`config.mk`:
```
export PLATFORM = sky130hd
export DESIGN_NAME = coalescing_request_queue_core
export DESIGN_NICKNAME = d
export VERILOG_FILES = /design/src/rtl/core/crq_pkg.sv /design/src/rtl/core/crq_ram.sv /design/src/rtl/core/crq_csr.sv /design/src/rtl/core/coalescing_request_queue_core.sv
export SDC_FILE = /design/constraint.sdc
export NUM_CORES = 1
export LEC_CHECK = 0
export ABC_CLOCK_PERIOD_IN_PS = 4450
export BUFFER_PORTS_ARGS = -buffer_cell sky130_fd_sc_hd__buf_4
export CAP_MARGIN = 20
export CORE_ASPECT_RATIO = 1.25
export CORE_MARGIN = 4
export CORE_UTILIZATION = 25
export DETAILED_ROUTE_END_ITERATION = 10
export GPL_TIMING_DRIVEN = 0
export HOLD_SLACK_MARGIN = 0.08
export PLACE_DENSITY = 0.48
export RECOVER_POWER = 50
export SYNTH_ARGS = -nofsm -noshare
export SYNTH_HDL_FRONTEND = slang
export SYNTH_SLANG_ARGS = --single-unit
```
`constraint.sdc`:
```
create_clock -name clock -period 4.45 [get_ports clock]
set_clock_uncertainty 0.1 [all_clocks]
set_input_delay 1.335 -clock clock [delete_from_list [all_inputs] [get_ports clock]]
set_output_delay 1.335 -clock clock [all_outputs]
set_load 0.01 [all_outputs]
```
`src/rtl/core/crq_pkg.sv`:
```
package crq_pkg;

   // Field widths of the request and response beats
   localparam int SOUND_ID_W = 10;
   localparam int VOLUME_W   = 9;
   localparam int STATUS_W   = 3;
   localparam int LEVEL_W    = 8;
   localparam int COUNT_W    = 4;

   // Defaults of the top level parameters
   localparam int QUEUE_DEPTH_DEF = 16;
   localparam int KEY_BITS_DEF    = 10;

   // Full volume in 1.8 fixed point
   localparam logic [VOLUME_W-1:0] FULL_VOLUME = VOLUME_W'(256);

   // Register port
   localparam int CSR_ADDR_W = 3;
   localparam int CSR_DATA_W = 32;
   localparam logic [CSR_ADDR_W-3:0] CSR_REG_MUTE = '0;

   typedef enum logic [0:0] {
      OP_PUSH = 1'b0,
      OP_POP  = 1'b1
   } op_type;

   typedef enum logic [STATUS_W-1:0] {
      ST_QUEUED = 3'd0,
      ST_MERGED = 3'd1,
      ST_MUTED  = 3'd2,
      ST_FULL   = 3'd3,
      ST_POPPED = 3'd4,
      ST_EMPTY  = 3'd5
   } status_type;

   // Clamp a requested volume to full volume
   function automatic logic [VOLUME_W-1:0] sat_volume(input logic [VOLUME_W-1:0] v);
      sat_volume = (v > FULL_VOLUME) ? FULL_VOLUME : v;
   endfunction

   // Mixer level: volume * 128 / 256, truncated
   function automatic logic [LEVEL_W-1:0] mixer_level(input logic [VOLUME_W-1:0] v);
      mixer_level = v[VOLUME_W-1:1];
   endfunction

endpackage

```
`src/rtl/core/crq_ram.sv`:
```
module crq_ram import crq_pkg::*; #(
   parameter int WIDTH = 20,
   parameter int DEPTH = QUEUE_DEPTH_DEF
) (
   input  logic                     clock,
   input  logic                     wr_en,
   input  logic [$clog2(DEPTH)-1:0] wr_addr,
   input  logic [WIDTH-1:0]         wr_data,
   input  logic                     rd_en,
   input  logic [$clog2(DEPTH)-1:0] rd_addr,
   output logic [WIDTH-1:0]         rd_data
);

   logic [WIDTH-1:0] mem_ff [DEPTH];
   logic [WIDTH-1:0] rd_data_ff;

   always_ff @(posedge clock) begin
      if (wr_en) begin
         mem_ff[wr_addr] <= wr_data;
      end
      if (rd_en) begin
         rd_data_ff <= mem_ff[rd_addr];
      end
   end

   assign rd_data = rd_data_ff;

endmodule

```
`src/rtl/core/crq_csr.sv`:
```
module crq_csr import crq_pkg::*; (
   input  logic                  clock,
   input  logic                  reset,
   input  logic                  csr_psel,
   input  logic                  csr_penable,
   input  logic                  csr_pwrite,
   input  logic [CSR_ADDR_W-1:0] csr_paddr,
   input  logic [CSR_DATA_W-1:0] csr_pwdata,
   output logic [CSR_DATA_W-1:0] csr_prdata,
   output logic                  csr_pready,
   output logic                  mute
);

   logic mute_ff;
   logic mute_in;
   logic wr_hit;
   logic [CSR_ADDR_W-3:0] word_idx;

   assign csr_pready = 1'b1;
   assign word_idx   = csr_paddr[CSR_ADDR_W-1:2];
   assign wr_hit     = csr_psel && csr_penable && csr_pwrite && csr_pready
                       && (word_idx == CSR_REG_MUTE);

   always_comb begin
      mute_in = mute_ff;
      if (wr_hit) begin
         mute_in = csr_pwdata[0];
      end
   end

   always_ff @(posedge clock) begin
      if (reset) begin
         mute_ff <= 1'b0;
      end else begin
         mute_ff <= mute_in;
      end
   end

   // Decode reads; unmapped words read as zero
   always_comb begin
      csr_prdata = '0;
      if (word_idx == CSR_REG_MUTE) begin
         csr_prdata = CSR_DATA_W'(mute_ff);
      end
   end

   assign mute = mute_ff;

endmodule

```
`src/rtl/core/coalescing_request_queue_core.sv`:
```
// Coalescing play request queue. A push beat (operation 0) carries a sound id, a
// volume (fixed point, 256 is full volume, clamped to 256) and a music flag; it is
// dropped while the mute register is set, merges into a pending entry with the same id
// (which keeps the larger volume and its own music flag), or is appended at the tail,
// or dropped as full when QUEUE_DEPTH-1 entries are pending. A pop beat (operation 1)
// removes the oldest entry and returns its id, volume, mixer level (volume / 2) and
// flag, or reports empty. Every request beat yields exactly one response beat, which
// also carries the number of entries pending afterwards. The entries live in a
// synchronous RAM with one read and one write port, so a push compares one pending
// entry per cycle. One request is handled at a time; a finished response waits in the
// output register and the next request is taken once it is loaded there.
// The mute register lies at byte address 0 of the register port.
module coalescing_request_queue_core import crq_pkg::*; #(
   parameter int QUEUE_DEPTH = QUEUE_DEPTH_DEF,
   parameter int KEY_BITS    = KEY_BITS_DEF
) (
   input  logic                  clock,
   input  logic                  reset,

   input  logic                  req_valid,
   output logic                  req_ready,
   input  logic                  req_operation,
   input  logic [SOUND_ID_W-1:0] req_sound_id,
   input  logic [VOLUME_W-1:0]   req_volume,
   input  logic                  req_is_music,

   output logic                  rsp_valid,
   input  logic                  rsp_ready,
   output logic [STATUS_W-1:0]   rsp_status,
   output logic [SOUND_ID_W-1:0] rsp_out_sound,
   output logic [VOLUME_W-1:0]   rsp_out_volume,
   output logic [LEVEL_W-1:0]    rsp_out_level,
   output logic                  rsp_out_music,
   output logic [COUNT_W-1:0]    rsp_pending_count,

   input  logic                  csr_psel,
   input  logic                  csr_penable,
   input  logic                  csr_pwrite,
   input  logic [CSR_ADDR_W-1:0] csr_paddr,
   input  logic [CSR_DATA_W-1:0] csr_pwdata,
   output logic [CSR_DATA_W-1:0] csr_prdata,
   output logic                  csr_pready
);

   // Merge key is the low KEY_BITS of the id, never wider than the id itself
   localparam int KEY_W   = (KEY_BITS < SOUND_ID_W) ? KEY_BITS : SOUND_ID_W;
   localparam int PTR_W   = $clog2(QUEUE_DEPTH);
   localparam int ENTRY_W = KEY_W + VOLUME_W + 1;
   localparam logic [PTR_W-1:0] LAST_SLOT = PTR_W'(QUEUE_DEPTH - 1);

   typedef enum logic [1:0] {
      S_IDLE,
      S_SCAN,
      S_POP,
      S_DONE
   } state_type;

   function automatic logic [PTR_W-1:0] next_slot(input logic [PTR_W-1:0] p);
      next_slot = (p == LAST_SLOT) ? '0 : p + PTR_W'(1);
   endfunction

   logic mute;

   crq_csr u_csr (
      .clock       (clock),
      .reset       (reset),
      .csr_psel    (csr_psel),
      .csr_penable (csr_penable),
      .csr_pwrite  (csr_pwrite),
      .csr_paddr   (csr_paddr),
      .csr_pwdata  (csr_pwdata),
      .csr_prdata  (csr_prdata),
      .csr_pready  (csr_pready),
      .mute        (mute)
   );

   // Entry RAM: {key, volume, music}
   logic               ram_we;
   logic [PTR_W-1:0]   ram_waddr;
   logic [ENTRY_W-1:0] ram_wdata;
   logic               ram_re;
   logic [PTR_W-1:0]   ram_raddr;
   logic [ENTRY_W-1:0] ram_rdata;

   crq_ram #(
      .WIDTH (ENTRY_W),
      .DEPTH (QUEUE_DEPTH)
   ) u_entry_ram (
      .clock   (clock),
      .wr_en   (ram_we),
      .wr_addr (ram_waddr),
      .wr_data (ram_wdata),
      .rd_en   (ram_re),
      .rd_addr (ram_raddr),
      .rd_data (ram_rdata)
   );

   logic [KEY_W-1:0]    rd_key;
   logic [VOLUME_W-1:0] rd_vol;
   logic                rd_mus;

   assign rd_key = ram_rdata[ENTRY_W-1 -: KEY_W];
   assign rd_vol = ram_rdata[VOLUME_W:1];
   assign rd_mus = ram_rdata[0];

   // Control state
   state_type        state_ff, state_in;
   logic [PTR_W-1:0] head_ff, head_in;
   logic [PTR_W-1:0] tail_ff, tail_in;
   logic [PTR_W-1:0] count_ff, count_in;

   // Scan pipeline: one read issued per cycle, compared in the cycle after
   logic [PTR_W-1:0] scan_ptr_ff, scan_ptr_in;
   logic [PTR_W-1:0] issue_cnt_ff, issue_cnt_in;
   logic             rd_vld_ff, rd_vld_in;
   logic [PTR_W-1:0] rd_ptr_ff, rd_ptr_in;
   logic             rd_last_ff, rd_last_in;

   // Latched request
   logic [KEY_W-1:0]    key_ff, key_in;
   logic [VOLUME_W-1:0] vol_ff, vol_in;
   logic                mus_ff, mus_in;

   // Finished result waiting for the output register
   status_type          res_status_ff, res_status_in;
   logic [KEY_W-1:0]    res_sound_ff, res_sound_in;
   logic [VOLUME_W-1:0] res_volume_ff, res_volume_in;
   logic                res_music_ff, res_music_in;
   logic [PTR_W-1:0]    res_count_ff, res_count_in;

   // Output register
   logic                rsp_valid_ff, rsp_valid_in;
   status_type          rsp_status_ff, rsp_status_in;
   logic [KEY_W-1:0]    rsp_sound_ff, rsp_sound_in;
   logic [VOLUME_W-1:0] rsp_volume_ff, rsp_volume_in;
   logic [LEVEL_W-1:0]  rsp_level_ff, rsp_level_in;
   logic                rsp_music_ff, rsp_music_in;
   logic [PTR_W-1:0]    rsp_count_ff, rsp_count_in;

   logic hit;
   logic issue;
   logic scan_end;

   assign req_ready = (state_ff == S_IDLE);
   assign hit       = rd_vld_ff && (rd_key == key_ff);
   assign issue     = (issue_cnt_ff != count_ff) && !hit;
   // No match found: the last entry compared without a hit, or nothing was pending
   assign scan_end  = rd_vld_ff ? (!hit && rd_last_ff) : (count_ff == '0);

   always_comb begin
      state_in      = state_ff;
      head_in       = head_ff;
      tail_in       = tail_ff;
      count_in      = count_ff;
      scan_ptr_in   = scan_ptr_ff;
      issue_cnt_in  = issue_cnt_ff;
      rd_vld_in     = 1'b0;
      rd_ptr_in     = rd_ptr_ff;
      rd_last_in    = rd_last_ff;
      key_in        = key_ff;
      vol_in        = vol_ff;
      mus_in        = mus_ff;
      res_status_in = res_status_ff;
      res_sound_in  = res_sound_ff;
      res_volume_in = res_volume_ff;
      res_music_in  = res_music_ff;
      res_count_in  = res_count_ff;
      rsp_valid_in  = rsp_valid_ff;
      rsp_status_in = rsp_status_ff;
      rsp_sound_in  = rsp_sound_ff;
      rsp_volume_in = rsp_volume_ff;
      rsp_level_in  = rsp_level_ff;
      rsp_music_in  = rsp_music_ff;
      rsp_count_in  = rsp_count_ff;
      ram_we        = 1'b0;
      ram_waddr     = tail_ff;
      ram_wdata     = '0;
      ram_re        = 1'b0;
      ram_raddr     = head_ff;

      // Drop the response once taken
      if (rsp_valid_ff && rsp_ready) begin
         rsp_valid_in = 1'b0;
      end

      case (state_ff)
         S_IDLE: begin
            if (req_valid) begin
               key_in        = req_sound_id[KEY_W-1:0];
               vol_in        = sat_volume(req_volume);
               mus_in        = req_is_music;
               res_sound_in  = '0;
               res_volume_in = '0;
               res_music_in  = 1'b0;
               res_count_in  = count_ff;
               if (req_operation == OP_POP) begin
                  if (count_ff == '0) begin
                     res_status_in = ST_EMPTY;
                     state_in      = S_DONE;
                  end else begin
                     ram_re   = 1'b1;
                     state_in = S_POP;
                  end
               end else if (mute) begin
                  res_status_in = ST_MUTED;
                  state_in      = S_DONE;
               end else begin
                  scan_ptr_in  = head_ff;
                  issue_cnt_in = '0;
                  state_in     = S_SCAN;
               end
            end
         end

         S_SCAN: begin
            if (issue) begin
               ram_re       = 1'b1;
               ram_raddr    = scan_ptr_ff;
               rd_vld_in    = 1'b1;
               rd_ptr_in    = scan_ptr_ff;
               rd_last_in   = (issue_cnt_ff == count_ff - PTR_W'(1));
               issue_cnt_in = issue_cnt_ff + PTR_W'(1);
               scan_ptr_in  = next_slot(scan_ptr_ff);
            end
            if (hit) begin
               // Merge: raise volume, keep stored key and flag
               ram_we        = 1'b1;
               ram_waddr     = rd_ptr_ff;
               ram_wdata     = {rd_key, (vol_ff > rd_vol) ? vol_ff : rd_vol, rd_mus};
               res_status_in = ST_MERGED;
               state_in      = S_DONE;
            end else if (scan_end) begin
               if (count_ff == LAST_SLOT) begin
                  res_status_in = ST_FULL;
               end else begin
                  ram_we        = 1'b1;
                  ram_waddr     = tail_ff;
                  ram_wdata     = {key_ff, vol_ff, mus_ff};
                  tail_in       = next_slot(tail_ff);
                  count_in      = count_ff + PTR_W'(1);
                  res_count_in  = count_ff + PTR_W'(1);
                  res_status_in = ST_QUEUED;
               end
               state_in = S_DONE;
            end
         end

         S_POP: begin
            head_in       = next_slot(head_ff);
            count_in      = count_ff - PTR_W'(1);
            res_count_in  = count_ff - PTR_W'(1);
            res_status_in = ST_POPPED;
            res_sound_in  = rd_key;
            res_volume_in = rd_vol;
            res_music_in  = rd_mus;
            state_in      = S_DONE;
         end

         S_DONE: begin
            // Advance into the output register once it is free
            if (!rsp_valid_ff || rsp_ready) begin
               rsp_valid_in  = 1'b1;
               rsp_status_in = res_status_ff;
               rsp_sound_in  = res_sound_ff;
               rsp_volume_in = res_volume_ff;
               rsp_level_in  = mixer_level(res_volume_ff);
               rsp_music_in  = res_music_ff;
               rsp_count_in  = res_count_ff;
               state_in      = S_IDLE;
            end
         end

         default: begin
            state_in = S_IDLE;
         end
      endcase
   end

   always_ff @(posedge clock) begin
      if (reset) begin
         state_ff     <= S_IDLE;
         head_ff      <= '0;
         tail_ff      <= '0;
         count_ff     <= '0;
         issue_cnt_ff <= '0;
         rd_vld_ff    <= 1'b0;
         rsp_valid_ff <= 1'b0;
      end else begin
         state_ff     <= state_in;
         head_ff      <= head_in;
         tail_ff      <= tail_in;
         count_ff     <= count_in;
         issue_cnt_ff <= issue_cnt_in;
         rd_vld_ff    <= rd_vld_in;
         rsp_valid_ff <= rsp_valid_in;
      end
      scan_ptr_ff   <= scan_ptr_in;
      rd_ptr_ff     <= rd_ptr_in;
      rd_last_ff    <= rd_last_in;
      key_ff        <= key_in;
      vol_ff        <= vol_in;
      mus_ff        <= mus_in;
      res_status_ff <= res_status_in;
      res_sound_ff  <= res_sound_in;
      res_volume_ff <= res_volume_in;
      res_music_ff  <= res_music_in;
      res_count_ff  <= res_count_in;
      rsp_status_ff <= rsp_status_in;
      rsp_sound_ff  <= rsp_sound_in;
      rsp_volume_ff <= rsp_volume_in;
      rsp_level_ff  <= rsp_level_in;
      rsp_music_ff  <= rsp_music_in;
      rsp_count_ff  <= rsp_count_in;
   end

   assign rsp_valid         = rsp_valid_ff;
   assign rsp_status        = rsp_status_ff;
   assign rsp_out_sound     = SOUND_ID_W'(rsp_sound_ff);
   assign rsp_out_volume    = rsp_volume_ff;
   assign rsp_out_level     = rsp_level_ff;
   assign rsp_out_music     = rsp_music_ff;
   assign rsp_pending_count = COUNT_W'(rsp_count_ff);

   // Occupancy implied by the ring pointers
   logic [PTR_W:0] ring_occ;
   assign ring_occ = (tail_ff >= head_ff)
                     ? {1'b0, tail_ff} - {1'b0, head_ff}
                     : {1'b0, tail_ff} + (PTR_W+1)'(QUEUE_DEPTH) - {1'b0, head_ff};

   a_ring_count: assert property (@(posedge clock) disable iff (reset)
      ring_occ == {1'b0, count_ff})
      else $error("ring pointers disagree with entry count");

   a_count_bound: assert property (@(posedge clock) disable iff (reset)
      count_ff <= LAST_SLOT)
      else $error("entry count exceeds usable slots");

   a_scan_bound: assert property (@(posedge clock) disable iff (reset)
      (state_ff == S_SCAN) |-> (issue_cnt_ff <= count_ff))
      else $error("scan issued more reads than pending entries");

   a_one_at_a_time: assert property (@(posedge clock) disable iff (reset)
      (req_valid && req_ready) |=> !req_ready)
      else $error("request taken while another is in flight");

   a_ram_single_op: assert property (@(posedge clock) disable iff (reset)
      !(ram_we && ram_re && (ram_waddr == ram_raddr)))
      else $error("entry read and written in the same cycle");

endmodule

```
; Yosys cells after proc, flatten, opt, wreduce, memory -nomap -nowiden
; Memories as Yosys holds them, arrays and structs flattened. A register that Yosys moved wholly into a read port is not among the register bits.
; Index checks and enable logic that the tools add are counted.
[totals]
reg_bits = 112
latch_bits = 0
mem_bits_rw = 320
rom_bits = 0
out_inout_bits = 70
word_cells = 152
memories = 1
[classes]
add_sub_neg = 6
multipliers = 0
n_div = 0
magnitude_cmp = 2
n_eq_ne = 21
n_shift = 0
n_mux = 66
bitwise_logic = 4
reduce_logical = 27
[memory_table]
columns = memory, words, word_bits, read_ports, rd_ports_with_merged_regs, write_ports, line_no
row1 = u_entry_ram.mem_ff, 16, 20, 1, 1, 1, crq_ram.sv:14  ; logic [WIDTH-1:0] mem_ff [DEPTH];
[op_table]
columns = operator, count
row1 = $mux 20, 4
row2 = $mux 4, 19
row3 = $pmux 4 s2, 3
row4 = $add 4x1->4 const B, 5
row5 = $pmux 10 s2, 1
row6 = $mux 3, 6
row7 = $mux 9, 2
row8 = $pmux 9 s2, 1
row9 = $mux 1, 17
row10 = $eq 4x4->1 const B, 4
row11 = $ne 2x2->1 const B, 8
row12 = $reduce_and 5->1, 3
row13 = $mux 2, 7
row14 = $pmux 4 s3, 1
row15 = $eq 10x10->1, 1
row16 = $mux 10, 1
row17 = $gt 9x9->1, 1
row18 = $gt 9x9->1 const B, 1
row19 = $pmux 3 s3, 1
row20 = $pmux 2 s4, 1
row21 = $reduce_and 2->1, 4
row22 = $reduce_and 4->1, 2
row23 = $logic_and 1x1->1, 7
row24 = $reduce_bool 2->1, 3
row25 = other kinds (17), 23

; Longest topological paths before layout
; Gate-level depths: netlist (run 1).
[logic_depth]
ltp_word = 10
ltp_mapped = 12
depth_no_buf = 10

; Cells and area by module
; From an unflattened synthesis (run 1), not the netlist that was laid out.
[hier_totals]
hier_cells = 1005
hier_area_um2 = 18068.6
[by_module_without_submodules]
columns = mod, instances, cells_each, area_per_inst_um2
row1 = crq_ram, 1, 533, 12731.0
row2 = coalescing_request_queue_core, 1, 432, 5028.6
row3 = crq_csr, 1, 40, 309.0

; Least setup slack after synthesis (run 1)
; Ideal clock, no wire load.
[synth_path]
kind = register to register
start = register count_ff[0]
end = memory u_entry_ram.mem_ff[5][0], enable pin
setup_time_ps = 397
arrival_ps = 2904
t_required_ps = 3953
path_slack_ps = 1050
stages_incl_launch_ff = 9
path_buffers = 0
synth_period_minus_slack_ps = 3400
path_cell_list = dfxtp_1 > inv_1 > ha_1 > nor3b_1 > mux2i_1 > nor3_1 > nand2_1 > o22a_1 > nor2_1
[synth_via]
elab_chain_cells = 7
[synth_lines]
columns = item, line_no
row1 = "start, declared", coalescing_request_queue_core.sv:110  ; logic [PTR_W-1:0] count_ff, count_in;
row2 = "start signal, assigned", coalescing_request_queue_core.sv:292  ; count_ff <= count_in;
row3 = $eq 4x4->1 / $logic_not 4->1 (equally long branches), "coalescing_request_queue_core.sv:233, coalescing_request_queue_core.sv:148"
row4 = $mux 1 (on tied branches), "coalescing_request_queue_core.sv:233, coalescing_request_queue_core.sv:148"
row5 = $mux 1 *, coalescing_request_queue_core.sv:232  ; end else if (scan_end) begin
row6 = $mux 1 *, coalescing_request_queue_core.sv:225  ; if (hit) begin
row7 = $mux 1 *, coalescing_request_queue_core.sv:186  ; case (state_ff)
row8 = $mux 1 *, crq_ram.sv:18  ; if (wr_en) begin
row9 = $mux 1 (implied by the code) *, crq_ram.sv:19  ; mem_ff[wr_addr] <= wr_data;
row10 = "end, declared", crq_ram.sv:14
; Mark *: on every way between the ends. The rest lies on a longest branch, timed or not.

; Final worst setup path (run 1)
[layout_path]
start = register key_ff[1]
end = register u_entry_ram.rd_data_ff[10], in the netlist u_entry_ram.rd_data[10], read port of u_entry_ram.mem_ff, data pin
[layout_via]
elab_chain_cells = 6
[layout_lines]
columns = item, line_no
row1 = "start, declared", coalescing_request_queue_core.sv:120  ; logic [KEY_W-1:0] key_ff, key_in;
row2 = "start signal, assigned", coalescing_request_queue_core.sv:300  ; key_ff <= key_in;
row3 = $eq 10x10->1 *, coalescing_request_queue_core.sv:145  ; assign hit = rd_vld_ff && (rd_key == key_ff);
row4 = $logic_and 1x1->1 *, coalescing_request_queue_core.sv:145
row5 = $logic_not 1->1 *, coalescing_request_queue_core.sv:146  ; assign issue = (issue_cnt_ff != count_ff) && !hit;
row6 = $logic_and 1x1->1 *, coalescing_request_queue_core.sv:146
row7 = $mux 1 / $mux 4 (equally long branches), coalescing_request_queue_core.sv:216  ; if (issue) begin
row8 = $pmux 1 s2 / $mux 4 (equally long branches), coalescing_request_queue_core.sv:186
row9 = "end, declared", crq_ram.sv:15  ; logic [WIDTH-1:0] rd_data_ff;
; Marked as above.
; A chain may end at the register's enable or synchronous reset.

==> summary.md, run 1 <==
| Metric | Value |
|---|---|
| Largest family of logic cells by synthesized area | multiplexers |
| # hold bufs at CTS | 0 |
| Fraction of layout cells with a size suffix above 1 | 15.1% |
| Synth warn | 0 |
| Clock root cell | clkbuf_16 |
| Worst-case clock buffer depth | 3 |
| Multiplexer share of the synthesized area | 9.58% |
| Gp weighted congestion | roughly 0.81 |
| # Max-Cap Violations | 0 |
| Full die area | 77700 um2 |
| Int Power | 0.00810 W |
| Worst-Margin Slew | 1160 ps |
| Clk sinks | ~440 |
| Top cell type's share of synthesized area | 69.3% |
| DR pass1 iterations | 5 |
| Post-Synth Simple-Gate Area | 6.13% |
| RSZ-0062 raised after global routing | false |
| Synth Area in XOR/XNOR | 1.15% |
| # Post-CTS Setup Buffers | 0 |
| Top cells by area, synth | edfxtp_1, mux2i_1, o22ai_1 |
| Status | complete, no violations |
| Syn avg cell area | roughly 16 um2 |
| Yosys top cell by area | edfxtp_1 |
| VDD IR-drop max | between 0.2 and 0.3 mV |
| Critical path endpoint category | flip-flop |
| Initial antenna violation count | 0 |
| Power share of the sequential group | 47.7% |
| Vias in the first global route | 10.5k |
| WL final | 45500 um |
| Via count | 10.1k |
| Hold slack | 318 ps |
| Switching power share of the total | between 30% and 40% |
| Final setup viols | 0 |
| Critical Path RT | ~4600 ps |
| Die width | 250 um |
| IO Pins | 133 |
| Seq cells post-synth | 444 |
| Mapped Area | roughly 18000 um2 |
| DPL Wire Length | 33200 um |
| CP Data Arrival Time | 4310 ps |
| Slew headroom | 22.3% |
| Fin. Hold Viols | 0 |
| Largest net degree at the start of global routing | 21 |
| Power share of the clock group | 28.3% |
| H-tree Lvls | 2 |
| Placed cell area | 20600 um2 |
| Gate power share | 24.0% |
| DR iter-0 viols | 601 |
| Gr usage total | 11.4% |
| Post-CTS Resized | 0 |
| Synth cell types | 53 |
| Core area | roughly 72000 um2 |
| Post-Layout Cell Count | 2310 |
| Register area share after synthesis | 71.6% |
| Worst hold-check path type | flip-flop to flip-flop |
| Port Buffer Count | 66 |
| Main synth FF type | edfxtp_1 |
| Worst-skew pair later-pin latency | between 500 and 600 ps |
| Synth-to-Final Area Change | 18.1% |
| Max Clk Rate | 242 MHz |
| Num CTS Buffers | 41 |
| Leak Pwr | 8.14 nW |
| Net switching power figure | 0.00366 W |
| Crit start category | flip-flop |
| EDFF count, synth | 423 |
| CTS clk-pin slew, worst paths | 70 ps |
| Detail Route Antenna Nets | 0 |
| Grt ovf | 0 |
| CTS tree | done |
| Crit path max fanout | 14 |
| WS Path Type | flip-flop to flip-flop |
| Drc violations | 0 |
| Chip height | between 300 and 400 um |
| NumNets Final | 1408 |
| FFs w/ async S/R, synth | 0% |
| DP Cell Count | approximately 2.2k |
| Synth Area in Compound Gates | 6.09% |
| Pwr dens | roughly 540 nW/um2 |
| First-pass GRT wire length | 68100 um |
| Post-synthesis adder-cell area fraction | 1.37% |
| Finished Cell Area | 21600 um2 |
| Wire length per cell | 19.7 um |
| Max-slew violation count | 0 |
| Mapped Cells | 1160 |
| DR vias/cell | between 4 and 5 |
| Part of the cycle the worst path needs | 93.0% |
| # rows | 110 |
| Initial core utilization | around 25% |
| Min cycle time layout | 4140 ps |
-- registers in the layout (all words and copies together) (netlist names), 2 cells and up --
signal,count
u_entry_ram.rd_data,20
res_sound_ff,10
key_ff,10
res_count_ff,4
rsp_out_sound,10
head_ff,4
res_status_ff,3
rd_ptr_ff,4
vol_ff,9
count_ff,4
rsp_status,3
u_entry_ram.mem_ff,320
rsp_pending_count,4
scan_ptr_ff,4
rsp_out_volume,9
res_volume_ff,9
state_ff,2
issue_cnt_ff,4
tail_ff,4
-- layout make-up --
type / count / area (um2)
Clock inverter: 26 / 189
Sequential cell: 444 / 13100
Antenna cell: 1 / 2.50
Clock buffer: 49 / 1060
Inverter: 20 / 75.1
Tap cell: 952 / 1190
Fill cell: 7233 / 50800
Buffer: 106 / 658
Timing Repair Buffer: 92 / 729
Multi-Input combinational cell: 620 / 4600
-- cell families (layout without fill, tap and decap cells) --
group                    Yosys count  after routing
AO/OA/AOI/OAI                    165            165
XOR/XNOR                          24             24
adder cells (fa/ha/maj)           20             20
buffers and inverters            126            293
flip-flops                       444            444
multiplexers                     175            175
other                              2             33
AND/OR/NAND/NOR                  204            204
-- metrics by stage --
step	total power (W)	setup slack (ps)	utilization (%)	setup TNS, ps
2_1_floorplan	0.00747	1050	-	0
3_3_place_gp	0.00851	-794	27.8	-176960
3_5_place_dp	0.00862	433	28.4	0
4_1_cts	0.0120	417	30.1	0
5_1_grt	0.0123	162	29.9	0
6_report	0.0118	311	29.9	0
-- routing by layer --
layer / vias up / global-route usage (%) / routed length [um]
li1: 4779 / - / -
met1: 5025 / 13.1 / 18100
met2: 228 / 21.7 / 24400
met3: 67 / 1.70 / 1850
met4: 0 / 3.47 / 1130
met5: - / 0 / 0
-- worst paths after layout --
kind	startpoint	end	slack, ps	cells after the start
worst min register to register	res_status_ff[1]	rsp_status[1]	320	0
worst max-delay path	key_ff[1]	u_entry_ram.rd_data[10]	310	10
worst min-delay path	res_status_ff[1]	rsp_status[1]	320	0
worst max register to register	key_ff[1]	u_entry_ram.rd_data[10]	310	10
-- critical path: stages, from the launching register on --
cell	delay [ps]
edfxtp_1	450
xor2_1	210
nor4_2	320
nand4b_1	380
and3_1	350
buf_6	130
buf_6	150
a31oi_1	390
clkbuf_1	570
o22ai_1	260
or4_1	540
-- cells in the mapped netlist, types with 2 or more instances --
| library cell | count |
|---|---|
| conb_1 | 2 |
| xor2_1 | 15 |
| buf_2 | 16 |
| nand3_1 | 16 |
| o21a_1 | 5 |
| or4_1 | 20 |
| buf_6 | 3 |
| o21ai_0 | 11 |
| ha_1 | 20 |
| inv_1 | 20 |
| dfxtp_1 | 21 |
| a41oi_2 | 4 |
| xnor2_1 | 9 |
| and2_1 | 21 |
| nor2b_1 | 15 |
| nor3b_1 | 5 |
| a211oi_1 | 4 |
| nor4bb_1 | 2 |
| nor3_1 | 8 |
| nor4b_1 | 3 |
| a21oi_1 | 15 |
| nand4_1 | 20 |
| mux2i_1 | 172 |
| clkbuf_1 | 28 |
| a22o_1 | 11 |
| mux2_2 | 3 |
| edfxtp_1 | 423 |
| nor4_1 | 3 |
| and3_1 | 4 |
| o211ai_1 | 11 |
| or3_1 | 4 |
| o22ai_1 | 81 |
| a31oi_1 | 13 |
| nor2_1 | 49 |
| buf_4 | 58 |
| nand2_1 | 28 |
-- cell usage in the layout, fill, tap and decap left out, types with 16 or more instances in the layout --
cell / synthesis / final
buf_2: 16 / 16
or4_1: 20 / 20
clkbuf_4: 0 / 26
edfxtp_1: 423 / 423
conb_1: 2 / 32
mux2i_1: 172 / 172
ha_1: 20 / 20
nand2_1: 28 / 28
nor2_1: 49 / 39
clkbuf_16: 0 / 41
inv_1: 20 / 20
nand3_1: 16 / 16
nand4_1: 20 / 20
clkbuf_1: 28 / 78
buf_4: 58 / 69
o22ai_1: 81 / 81
dfxtp_1: 21 / 21
-- power groups by stage --
stage / logic, W / clock network, W / registers (W)
floorplan: 0.00190 / 0 / 0.00558
global placement: 0.00280 / 0 / 0.00571
detailed placement: 0.00291 / 0 / 0.00571
CTS: 0.00292 / 0.00344 / 0.00562
global route: 0.00309 / 0.00361 / 0.00565
finish: 0.00282 / 0.00332 / 0.00561
(Power assumes the default switching activity.)
==> inputs of run 2 (changes only) <==
- BUFFER_PORTS_ARGS: -buffer_cell sky130_fd_sc_hd__buf_4 -> unset
- DONT_BUFFER_PORTS: unset -> 1
- PLACE_DENSITY: 0.48 -> 0.46
==> run 2 against run 1 <==
First-iteration DRC count decreased by 5.5%. Via count decreased by 1.6%. Worst setup slack got worse by 3.6 ps. Combinational power decreased by 2%. Non-clock buffer count decreased by 68. Wire length increased by 1.1%. Sequential power about the same. Clock-buffer cell count increased by 6. Sequential share of layout area increased by 1.2 points. Critical path type unchanged. Critical endpoint unchanged.
==> summary.md, run 2 (synthesis results as in run 1) <==
| Metric | Value |
|---|---|
| NumNets Final | 1342 |
| Pwr Total | 0.0118 W |
| Met2 global-route usage | 21.7% |
| Worst-case clock buffer depth | 3 |
| Crit start category | flip-flop |
| Detail Route Antenna Nets | 0 |
| CTS tree | done |
| Largest register by flop count | u_entry_ram.mem_ff |
| DR vias/cell | 4.44 |
| # Post-CTS Setup Buffers | 0 |
| Grt met3 use | 1.62% |
| Wire length per cell | just over 20 um |
| Pwr dens | 557 nW/um2 |
| DR pass1 iterations | 5 |
| Grt ovf | 0 |
| IO Pins | 133 |
| # Max-Cap Violations | 0 |
| Full die area | roughly 80000 um2 |
| Initial antenna violation count | 2 |
| Commonest non-fill, non-tap cells in the layout | edfxtp_1, mux2i_1, o22ai_1 |
| Largest net degree at the start of global routing | 21 |
| Initial core utilization | 25.3% |
| Met1 Use GR | 13.5% |
| WS Path Type | flip-flop to flip-flop |
| Min cycle time layout | 4140 ps |
| Leak Pwr | 7.90 nW |
| CTS clk-pin slew, worst paths | 60 ps |
| Max-slew violation count | 0 |
| DPL Wire Length | 33300 um |
| Gp weighted congestion | between 0.7 and 0.8 |
| Drc violations | 0 |
| Clk sinks | 444 |
| Die width | 250 um |
| WL final | 46000 um |
| # hold bufs at CTS | 0 |
| Commonest non-fill, non-tap cell in the layout | edfxtp_1 |
| Port Buffer Count | 0 |
| Gr usage total | 11.5% |
| Hold slack | roughly 320 ps |
| Final core occ | 29.3% |
| GRT busiest layer | met2 |
| Clock root cell | clkbuf_16 |
| Synth-to-Final Area Change | 15.7% |
| # rows | 110 |
| Fin. Hold Viols | 0 |
| Setup total negative slack | 0 ps |
| Worst hold-check path type | flip-flop to flip-flop |
| Part of the cycle the worst path needs | between 90% and 100% |
| Post-CTS Resized | 0 |
| Crit path max fanout | 14 |
| Critical Path RT | 4620 ps |
| RSZ-0062 raised after global routing | false |
| Num CTS Buffers | 43 |
| Final setup viols | 0 |
| Fraction of layout cells with a size suffix above 1 | 12.5% |
| CP Data Arrival Time | 4320 ps |
| Chip height | 311 um |
| Worst-skew pair later-pin latency | 560 ps |
| VDD IR-drop max | 0.351 mV |
| First-pass GRT wire length | 67800 um |
| Core area | 72400 um2 |
| H-tree Lvls | 2 |
| Vias in the first global route | 10.2k |
| Status | complete, no violations |
| Max Clk Rate | ~240 MHz |
| Via count | 9936 |
| Worst-Margin Slew | 1130 ps |
| DR iter-0 viols | between 500 and 600 |
| Max reg flops | 320 |
| Slew headroom | roughly a quarter |
| Critical path endpoint category | flip-flop |
-- run 2: cell type report --
cell class	count	area (um2)
Buffer	106	628
Antenna cell	1	2.50
Inverter	20	75.1
Fill cell	7293	51200
Multi-Input combinational cell	620	4630
Clock buffer	55	1140
Sequential cell	444	13100
Clock inverter	15	145
Tap cell	952	1190
Timing Repair Buffer	24	262
-- run 2: path summary, 6_finish.rpt --
kind / start / to / slack (ps) / cells past startpoint
worst max-delay path: key_ff[4] / u_entry_ram.rd_data[10] / 310 / 10
worst min-delay path: res_count_ff[3] / rsp_pending_count[3] / 320 / 0
worst max register to register: key_ff[4] / u_entry_ram.rd_data[10] / 310 / 10
worst min register to register: res_count_ff[3] / rsp_pending_count[3] / 320 / 0
-- run 2: critical path: stages (launching register included) --
cell and delay, ps:
edfxtp_1 450, xor2_1 220, nor4_2 310, nand4b_1 370, and3_1 340, buf_6 130, buf_6 160, a31oi_1 380
clkbuf_1 600, o22ai_1 260, or4_1 530
-- run 2: metal layers --
| metal | vias to the layer above | wire [um] |
|---|---|---|
| met1 | 4964 | 18400 |
| li1 | 4646 | - |
| met3 | 73 | 1860 |
| met2 | 253 | 24400 |
| met5 | - | 0 |
| met4 | 0 | 1290 |
-- run 2: power breakdown --
group          total (W)  internal (W)  switching, W
sequential       0.00564       0.00535      0.000291
combinational    0.00276      0.000931       0.00183
clock            0.00341       0.00188       0.00153
-- run 2: metrics by stage --
step | worst slack [ps] | instance area, um2 | cells
global placement | -758 | 19600 | 2142
finish | 307 | 21200 | 2237
floorplan | 1050 | 18400 | 1190
detailed placement | 435 | 20000 | 2163
CTS | 417 | 21300 | 2233
global route | 150 | 21200 | 2236
==> inputs of run 3 (changes only) <==
==> constraint.sdc (replaced) <==
create_clock -name clock -period 4.45 [get_ports clock]
set_clock_uncertainty 0.1 [all_clocks]
set_input_delay 0.445 -clock clock [delete_from_list [all_inputs] [get_ports clock]]
set_output_delay 0.445 -clock clock [all_outputs]
set_load 0.01 [all_outputs]
==> run 3 against run 2 <==
Critical path depth stayed put. Combinational power hardly changed. Clock-buffer cell count stayed put. Sequential power hardly changed. Highest routed layer unchanged.
==> summary.md, run 3 (synthesis results as in run 1) <==
| Metric | Value |
|---|---|
| Worst-case clock buffer depth | 3 |
| IO Pins | around 130 |
| Crit. Startpoint | key_ff[1] |
| # Post-CTS Setup Buffers | 0 |
| Multi-input gate area in the final layout | around 4600 um2 |
| Fin. Hold Viols | 0 |
| Status | complete, no violations |
| Slew headroom | about a quarter |
| Final setup viols | 0 |
| Post-Layout Cell Count | 2260 |
| Finished Cell Area | roughly 21000 um2 |
| Fillers | 7285 |
| DR vias/cell | approximately 4.4 |
| Via count | between 9k and 10k |
| Worst-skew pair later-pin latency | between 500 and 600 ps |
| Fraction of layout cells with a size suffix above 1 | 12.3% |
| Commonest non-fill, non-tap cells in the layout | edfxtp_1, mux2i_1, o22ai_1 |
| WL final | 46000 um |
| Largest net degree at the start of global routing | 21 |
| # rows | between 100 and 150 |
| Final core occ | 29.6% |
| Pwr dens | approximately 550 nW/um2 |
| Hold Path Depth | 4 |
| DPL Wire Length | between 30000 and 40000 um |
| CTS tree | done |
| Post-CTS Resized | 0 |
| CP Data Arrival Time | ~4300 ps |
| Clock root cell | clkbuf_16 |
| Max-slew violation count | 0 |
| RSZ-0062 raised after global routing | false |
| Gp weighted congestion | 0.795 |
| First-pass GRT wire length | between 60000 and 70000 um |
| Worst-Margin Slew | 1120 ps |
| Hold Path Origin | req_operation |
| Sequential Area | approximately 13000 um2 |
| Die width | ~250 um |
| Placed cell area | approximately 20000 um2 |
| NumNets Final | 1366 |
| Flop2flop setup slack | about 330 ps |
| Detail Route Antenna Nets | 0 |
| DR pass1 iterations | 6 |
| H-tree Lvls | 2 |
| Core area | 72400 um2 |
| N_diodes | 0 |
| Grt ovf | 0 |
| Reg-to-reg startpoint | key_ff[1] |
| WS Path Type | flip-flop to flip-flop |
| Port Buffer Count | 0 |
| Num CTS Buffers | 43 |
| Full die area | 77700 um2 |
| DR iter-0 viols | about 620 |
| Max Clk Rate | 243 MHz |
| Critical Path RT | 4620 ps |
| Part of the cycle the worst path needs | 92.5% |
| Critical path endpoint category | flip-flop |
| Commonest non-fill, non-tap cell in the layout | edfxtp_1 |
| Hold path endpoint | issue_cnt_ff[2] |
| Clk sinks | 444 |
| VDD IR-drop max | 0.351 mV |
| Worst Reg-to-Reg Cells | 10 |
| Leak Pwr | ~8.0 nW |
| DP Cell Count | between 2k and 2.5k |
| Min cycle time layout | 4120 ps |
| Drc violations | 0 |
| # Max-Cap Violations | 0 |
| Largest register by flop count | u_entry_ram.mem_ff |
| Max reg flops | 320 |
| Initial antenna violation count | 2 |
| Gr usage total | 11.5% |
| Worst hold-check path type | primary input to flip-flop |
| Chip height | 311 um |
| CTS clk-pin slew, worst paths | roughly 60 ps |
| Crit start category | flip-flop |
| Crit path max fanout | 14 |
| Reg2reg end | u_entry_ram.rd_data[10] |
| Synth-to-Final Area Change | 17.0% |
| Wire length per cell | a little over 20 um |
| Vias in the first global route | 10.4k |
| Initial core utilization | 25.3% |
## run 3: layer usage
metal / up-vias / GRT usage [%] / part of all wire [%]
met5: - / 0 / 0
met3: 70 / 1.61 / 4.1
met4: 0 / 3.52 / 2.7
met2: 250 / 21.8 / 53
li1: 4694 / - / -
met1: 4957 / 13.4 / 40
## run 3: where the power goes
| part | total, W | internal (W) | leakage [nW] | switching [W] |
|---|---|---|---|---|
| clock | 0.00340 | 0.00188 | 0.624 | 0.00153 |
| sequential | 0.00564 | 0.00535 | 4.10 | 0.000290 |
| combinational | 0.00278 | 0.000945 | 3.27 | 0.00183 |
## run 3: timing repair
| action | 4_1_cts | 5_1_grt |
|---|---|---|
| setup endpoints to repair | 0 | 0 |
| hold buffers | 24 | 0 |
| endpoints found under the hold margin | 26 | 0 |
## run 3: through the flow
stage               worst slack, ps  setup TNS (ps)  total power (W)  hold slack [ps]
floorplan                      1050               0          0.00747              300
global placement               -758         -194790          0.00846              301
detailed placement              435               0          0.00856              306
CTS                             417               0           0.0120             92.3
global route                    150               0           0.0124              114
finish                          333               0           0.0118              114
## run 3: how the worst max path moves through the flow
stage / endpoint / slack [ps] / cells after the start
final: u_entry_ram.rd_data[10] / 330 / 10
after global routing: u_entry_ram.rd_data[16] / 150 / 10
after CTS: u_entry_ram.rd_data[10] / 420 / 10
after detailed placement: u_entry_ram.rd_data[10] / 430 / 10
after global placement: u_entry_ram.mem_ff[5][8] / -760 / 8
after floorplan: u_entry_ram.mem_ff[5][0] / 1050 / 8
## run 3: layout make-up
type	count	area share, %
clock inverter	15	0.677
buffer	106	2.93
multi-input combinational	620	21.6
sequential	444	61.2
timing repair buffer	48	2.34
inverter	20	0.350
clock buffer	55	5.32
tap	952	5.56
## run 3: critical path, stage by stage, from the launching register on
cell and delay (ps):
edfxtp_1 430, xor2_1 210, nor4_2 310, nand4b_1 380, and3_1 350, buf_6 130
buf_6 160, a31oi_1 360, clkbuf_1 600, o22ai_1 250, or4_1 540
